--- src/rtl/core/mau_pkg.sv ---
// shared types and constants of the modular arithmetic unit
package mau_pkg;

  localparam int unsigned MUL_W  = 32;
  localparam int unsigned DATA_W = 64;

  typedef enum logic [3:0] {
    OP_ADD   = 4'd0,
    OP_SUB   = 4'd1,
    OP_MUL   = 4'd2,
    OP_DIV   = 4'd3,
    OP_NEG   = 4'd4,
    OP_DBL   = 4'd5,
    OP_SQR   = 4'd6,
    OP_POW   = 4'd7,
    OP_INV   = 4'd8,
    OP_TOM   = 4'd9,
    OP_FROMM = 4'd10,
    OP_ONE   = 4'd11
  } op_e;

  typedef enum logic [2:0] {
    CFG_MODULUS  = 3'd0,
    CFG_WIDTH    = 3'd1,
    CFG_MONT     = 3'd2,
    CFG_ONE      = 3'd3,
    CFG_R2       = 3'd4,
    CFG_NEG_INV  = 3'd5
  } cfg_reg_e;

  typedef enum logic [1:0] {
    RADIX_8  = 2'd0,
    RADIX_16 = 2'd1,
    RADIX_32 = 2'd2,
    RADIX_64 = 2'd3
  } radix_e;

  typedef enum logic [13:0] {
    S_IDLE     = 14'h0001,
    S_PROD     = 14'h0002,
    S_PDONE    = 14'h0004,
    S_RED      = 14'h0008,
    S_MFIN     = 14'h0010,
    S_FIN      = 14'h0020,
    S_PW_SCAN  = 14'h0040,
    S_PW_SQ    = 14'h0080,
    S_PW_MUL   = 14'h0100,
    S_INV_MOD  = 14'h0200,
    S_INV_LOOP = 14'h0400,
    S_INV_DIV  = 14'h0800,
    S_INV_UPD  = 14'h1000,
    S_INV_ADJ  = 14'h2000
  } state_e;

endpackage

--- src/rtl/core/mau_mul.sv ---
// registered 32x32 partial product multiplier shared by all products
module mau_mul
  import mau_pkg::*;
(
  input  logic                 clk_i,
  input  logic [MUL_W-1:0]     a_i,
  input  logic [MUL_W-1:0]     b_i,
  output logic [2*MUL_W-1:0]   p_o
);

  logic [2*MUL_W-1:0] p_q;

  always_ff @(posedge clk_i) begin
    p_q <= a_i * b_i;
  end

  assign p_o = p_q;

endmodule

--- config.mk ---
export PLATFORM = sky130hd
export DESIGN_NAME = mau_mul
export DESIGN_NICKNAME = d
export VERILOG_FILES = /design/src/rtl/core/mau_pkg.sv /design/src/rtl/core/mau_mul.sv
export SDC_FILE = /design/constraint.sdc
export NUM_CORES = 2
export LEC_CHECK = 0
export BUFFER_PORTS_ARGS = -buffer_cell sky130_fd_sc_hd__buf_2
export CAP_MARGIN = 10
export CORE_ASPECT_RATIO = 1.1
export CORE_MARGIN = 4
export CORE_UTILIZATION = 60
export CTS_BUF_LIST = sky130_fd_sc_hd__clkbuf_4
export DETAILED_ROUTE_END_ITERATION = 10
export PLACE_DENSITY = 0.78
export SLEW_MARGIN = 10
export SYNTH_ARGS = -nofsm -noshare
export SYNTH_HDL_FRONTEND = slang
export SYNTH_SLANG_ARGS = --single-unit
--- constraint.sdc ---
create_clock -name clk_i -period 10.4 [get_ports clk_i]
set_clock_uncertainty 0.05 [all_clocks]
set_input_delay 0.52 -clock clk_i [delete_from_list [all_inputs] [get_ports clk_i]]
set_output_delay 0.52 -clock clk_i [all_outputs]
set_load 0.01 [all_outputs]
Word-level counts from Yosys, hierarchy flattened

Index checks and enable logic that the tools add are counted.

Output and inout port bits: 64
Input port bits: 65
Flip-flop bits (word level): 64

Multiply operators: 1

Operators by type and width:

| kind                         | count |
|---|---|
| multiplier 32 x 32 -> 64 bit | 1 |

Depth between registers and ports, before layout

Depth in word-level cells: 1
Gate-level depth with buffers: 29
Gate-level depth less buffers: 27

Least setup slack after synthesis

No wires, ideal clock.

Path type: input-to-reg
Start point: in a_i[25]
End point: reg p_q[62] (netlist: p_o[62])
Buffers on the path: 2
Cell stages on the path: 25
Data required time: 10278 ps
Setup time: 72 ps
Arrival time: 7201 ps
Setup slack: 3077 ps
Path through: clkbuf_1 > nand2_1 > fa_1 > inv_1 > fa_1 > inv_1 > fa_1 > inv_1 > fa_1 > fa_1 > fa_1 > fa_1 > inv_1 > fa_1 > inv_1 > ha_1 > buf_2 > nand4_1 > or4_1 > or3_1 > a31oi_1 > a31o_2 > a211oi_1 > o21ai_1 > xor2_1

Longest elaborated chain between the ends: 1

Ends and longest elaborated chain:

| item                         | RTL line      | source |
|---|---|---|
| from (decl)                  | mau_mul.sv:6  | `input logic [MUL_W-1:0] a_i,` |
| multiplier 32 x 32 -> 64 bit | mau_mul.sv:14 | `p_q <= a_i * b_i;` |
| to (signal assigned)         | mau_mul.sv:14 |  |
| to (decl)                    | mau_mul.sv:11 | `logic [2*MUL_W-1:0] p_q;` |

No other way between the ends.

Worst setup path after layout

Ends and elaborated chain as after synthesis.

==> summary.log <==
INFO  logic_synthesis netlist-cell-type-count=57
INFO  clocking       tritoncts=built
INFO  worst_hold_path worst_hold_path_cell_count=2
INFO  layout         largest_register_ffs=64
INFO  clocking       cts_setup_buffers=0
INFO  drt            detailroute.via_count=25000
INFO  drt            dr.first_iter.drc_count=1583
INFO  floorplanning  die-height=260um
INFO  sta            timing_max_transition_violations_final=0
INFO  logic_synthesis nets_in_the_synthesized_netlist=4972
INFO  worst_setup_path cp.arrival=8.39ns
INFO  placement      place.detailed.hpwl=72300um
INFO  logic_synthesis synth-seq-area-share=3.69%
INFO  layout         flow.area_growth_from_synthesis=2.61%
INFO  clocking       cts_buffers=9
INFO  drt            detail_route.vias_per_cell=5.65
INFO  floorplanning  placementRows=92
INFO  logic_synthesis yosys_warnings=0
INFO  logic_synthesis synth_enable_flop_cells=0
INFO  clocking       ctsHtreeMaxLevel=3
INFO  drt            detail_route.drc_violations=0
INFO  floorplanning  design.core.area=0.0572sqmm
INFO  sta            unrepaired_setup_endpoints_after_global_routing=no
INFO  worst_setup_path worst_setup_path_end_kind=register
INFO  grt            grt_antenna_before_repair=2
INFO  sta            timing.final.crit_period=8.07ns
INFO  outcome        outcome=completed
INFO  grt            grt_use_total=30.3%
INFO  drt            1st_pass_router_iterations=6
INFO  layout         finalNetCount=4895
INFO  floorplanning  io_pins=129
INFO  worst_setup_path worst_path_cell_with_the_longest_stage_delay=sky130_fd_sc_hd__buf_2
INFO  clocking       clk_pin_slew=0.12ns
INFO  placement      gp_routability_congestion=0.944
INFO  layout         drive_above_1_share=4.38%
INFO  worst_setup_path critical-path-max-stage-delay=0.57ns
INFO  logic_synthesis async_reset_ff_share=0%
INFO  logic_synthesis syn-mean-instance-area=9.25squm
INFO  clocking       numClockSinks=64
INFO  sta            setup_viol=0
INFO  floorplanning  design.die.area=0.0617sqmm
INFO  worst_hold_path timing.hold.worst_endpoint=p_o[0]$_DFF_P_
INFO  worst_hold_path hold_path.startpoint=b_i[0]
INFO  clocking       cts.repair.resized=0
INFO  logic_synthesis syn-instance-count=3748
INFO  grt            largest_net_degree_at_the_start_of_global_routing=33
INFO  drt            drt-wirelength-per-cell=20.0um
INFO  worst_hold_path min-delay-path-class=in -> reg
INFO  logic_synthesis ys_ff_latch=64
INFO  sta            max_freq=124MHz
INFO  sta            timing.max_slew.rel_slack=48.1%
INFO  worst_setup_path critPathRequiredTime=10.72ns
INFO  placement      port_buffers=128
INFO  sta            timing.final.crit_share=77.6%
INFO  sta            tightestPinTransition=0.774ns
INFO  floorplanning  floorplan.initialDensity=60.6%
INFO  clocking       clock_tree.buffer_depth=2
INFO  logic_synthesis synth_area=0.0347sqmm
INFO  drt            route.final.wire_length=88800um
INFO  drt            route.antenna.remaining_nets=0
INFO  worst_setup_path timing.setup.critical_path_class=in -> reg
INFO  worst_setup_path worst_setup_path_start_kind=input port
INFO  worst_setup_path path_max_fanout=32
INFO  grt            first_global_vias=28100
INFO  floorplanning  floorplan.die.width=237um
INFO  logic_synthesis ys.flop_type=sky130_fd_sc_hd__dfxtp_1
INFO  worst_setup_path cpMostUsedCell=sky130_fd_sc_hd__fa_1
INFO  grt            grt_first_pass_wirelength=147000um
INFO  worst_setup_path timing.critical_path.cells=buf_2 > nand2_1 > fa_1 > inv_1 > fa_1 > inv_1 > fa_1 > inv_1 > fa_1 > fa_1 > fa_1 > fa_1 > inv_1 > fa_1 > inv_1 > ha_1 > nand4_1 > or4_1 > or3_1 > a31oi_1 > a31o_2 > a211oi_1 > o21ai_1 > xor2_1
INFO  clocking       clk_root_buffer_cell=sky130_fd_sc_hd__clkbuf_4
INFO  sta            tns=0ns
INFO  sta            final_count_of_hold_timing_violations=0
INFO  job            drv.max_cap_violation_count=0
INFO  grt            grt_remaining_overflow=0
INFO  clocking       hold_buffers=0
==> through the flow <==
stage | cells | hold slack, ns | worst slack [ns] | instance area [sq um] | util, %
after global routing | 4426 | 0.641 | 2.05 | 35600 | 62.2
after detailed placement | 4412 | 0.864 | 2.01 | 35500 | 62.0
after CTS | 4426 | 0.609 | 2.50 | 35600 | 62.2
after global placement | 4412 | 0.864 | 2.20 | 35500 | 62.0
after floorplan | 3748 | 0.597 | 3.08 | 34700 | -
final | 4429 | 0.661 | 2.33 | 35600 | 62.2
==> metal layers <==
metal  track usage, %  vias to the layer above  wire [um]
li1                 -                    10700          -
met1             35.0                    12900      30100
met2             53.9                     1106      46300
met3             3.93                      360       5370
met4             18.5                        2       7070
met5                0                        -         13
==> cells in the final DEF, fill, tap and decap left out, types with 4 or more instances in the layout <==
| cell type | Yosys | routed |
|---|---|---|
| sky130_fd_sc_hd__fa_1 | 896 | 896 |
| sky130_fd_sc_hd__inv_1 | 865 | 865 |
| sky130_fd_sc_hd__and2_1 | 602 | 602 |
| sky130_fd_sc_hd__nand2_1 | 480 | 480 |
| sky130_fd_sc_hd__ha_1 | 263 | 263 |
| sky130_fd_sc_hd__buf_2 | 6 | 128 |
| sky130_fd_sc_hd__dfxtp_1 | 64 | 64 |
| sky130_fd_sc_hd__a21oi_1 | 63 | 63 |
| sky130_fd_sc_hd__a21o_1 | 40 | 40 |
| sky130_fd_sc_hd__xnor2_1 | 35 | 35 |
| sky130_fd_sc_hd__xor2_1 | 25 | 25 |
| sky130_fd_sc_hd__nand4_1 | 23 | 23 |
| sky130_fd_sc_hd__o21ai_0 | 21 | 21 |
| sky130_fd_sc_hd__nor2_1 | 20 | 20 |
| sky130_fd_sc_hd__and3_1 | 14 | 14 |
| sky130_fd_sc_hd__a31oi_1 | 12 | 12 |
| sky130_fd_sc_hd__o21bai_1 | 10 | 10 |
| sky130_fd_sc_hd__nand3_1 | 10 | 10 |
| sky130_fd_sc_hd__o21a_1 | 9 | 9 |
| sky130_fd_sc_hd__clkbuf_4 | 0 | 9 |
| sky130_fd_sc_hd__nor3_1 | 7 | 7 |
| sky130_fd_sc_hd__o21ai_1 | 5 | 5 |
| sky130_fd_sc_hd__a221o_1 | 4 | 4 |
| sky130_fd_sc_hd__buf_4 | 0 | 4 |
==> cells by family (layout without fill, tap and decap cells) <==
logic type	count (synthesis)	count (layout)	synth area share [%]
simple gates	1177	1177	17.6
flops	64	64	3.69
fa+ha+maj	1159	1159	61.2
mux	1	1	0.0289
xor+xnor	60	60	1.52
other cells	0	3	0
buf+inv	1085	1011	11.8
compound gates	202	202	4.15
==> worst max-delay path: cells and delay by family <==
family	cells	cell delay, ns
adders and majority gates	9	4.56
and+or+nand+nor	4	1.23
AOI/OAI and AO/OA	4	1.08
xor gates and xnor gates	1	0.15
buffers and inverters	6	0.83
==> area by class of cell <==
type / instances / area [sq um]
well taps: 752 / 941
diodes: 3 / 7.51
fillers: 4750 / 21600
inverters: 865 / 3250
multi-input cells: 2599 / 29300
clock inverters: 5 / 50.0
repair buffers: 132 / 671
flip-flops and latches: 64 / 1280
clock buffers: 9 / 67.6
==> how the worst max path moves through the flow <==
| stage | from | to | slack (ns) | cells past startpoint |
|---|---|---|---|---|
| 2_1_floorplan | a_i[25] | p_o[62]$_DFF_P_ | 3.08 | 25 |
| 3_3_place_gp | a_i[25] | p_o[62]$_DFF_P_ | 2.20 | 24 |
| 3_5_place_dp | a_i[25] | p_o[62]$_DFF_P_ | 2.01 | 24 |
| 4_1_cts | a_i[25] | p_o[62]$_DFF_P_ | 2.50 | 24 |
| 5_1_grt | a_i[25] | p_o[62]$_DFF_P_ | 2.05 | 24 |
| 6_report | a_i[25] | p_o[62]$_DFF_P_ | 2.33 | 24 |
==> synthesized netlist by cell type (all sizes together), types with 2 or more instances <==
library cell | n | area, sq um
buf | 7 | 33.8
a221oi | 4 | 87.6
nor2b | 2 | 12.5
or2 | 3 | 18.8
inv | 865 | 3250
o221ai | 3 | 26.3
xnor2 | 35 | 307
and3b | 2 | 17.5
a31oi | 12 | 75.1
nand3 | 10 | 50.1
ha | 263 | 3290
and4 | 3 | 26.3
and2 | 602 | 3770
o211ai | 2 | 15.0
a311oi | 2 | 17.5
a21o | 40 | 300
dfxtp | 64 | 1280
o21bai | 11 | 86.3
nor3 | 7 | 35.0
or3 | 3 | 18.8
a211oi | 3 | 22.5
o31ai | 5 | 78.8
o21a | 9 | 67.6
clkbuf | 213 | 800
xor2 | 25 | 219
fa | 896 | 17900
or4 | 3 | 22.5
o221a | 2 | 22.5
nand4 | 23 | 144
a221o | 4 | 40.0
nand2b | 2 | 12.5
a21oi | 66 | 342
nor2 | 20 | 75.1
o21ai | 26 | 130
a21boi | 3 | 22.5
and3 | 14 | 87.6
nand2 | 480 | 1800
Power is not shown: default switching activity piles up to over one toggle a cycle in this logic, so the estimate is an artifact.
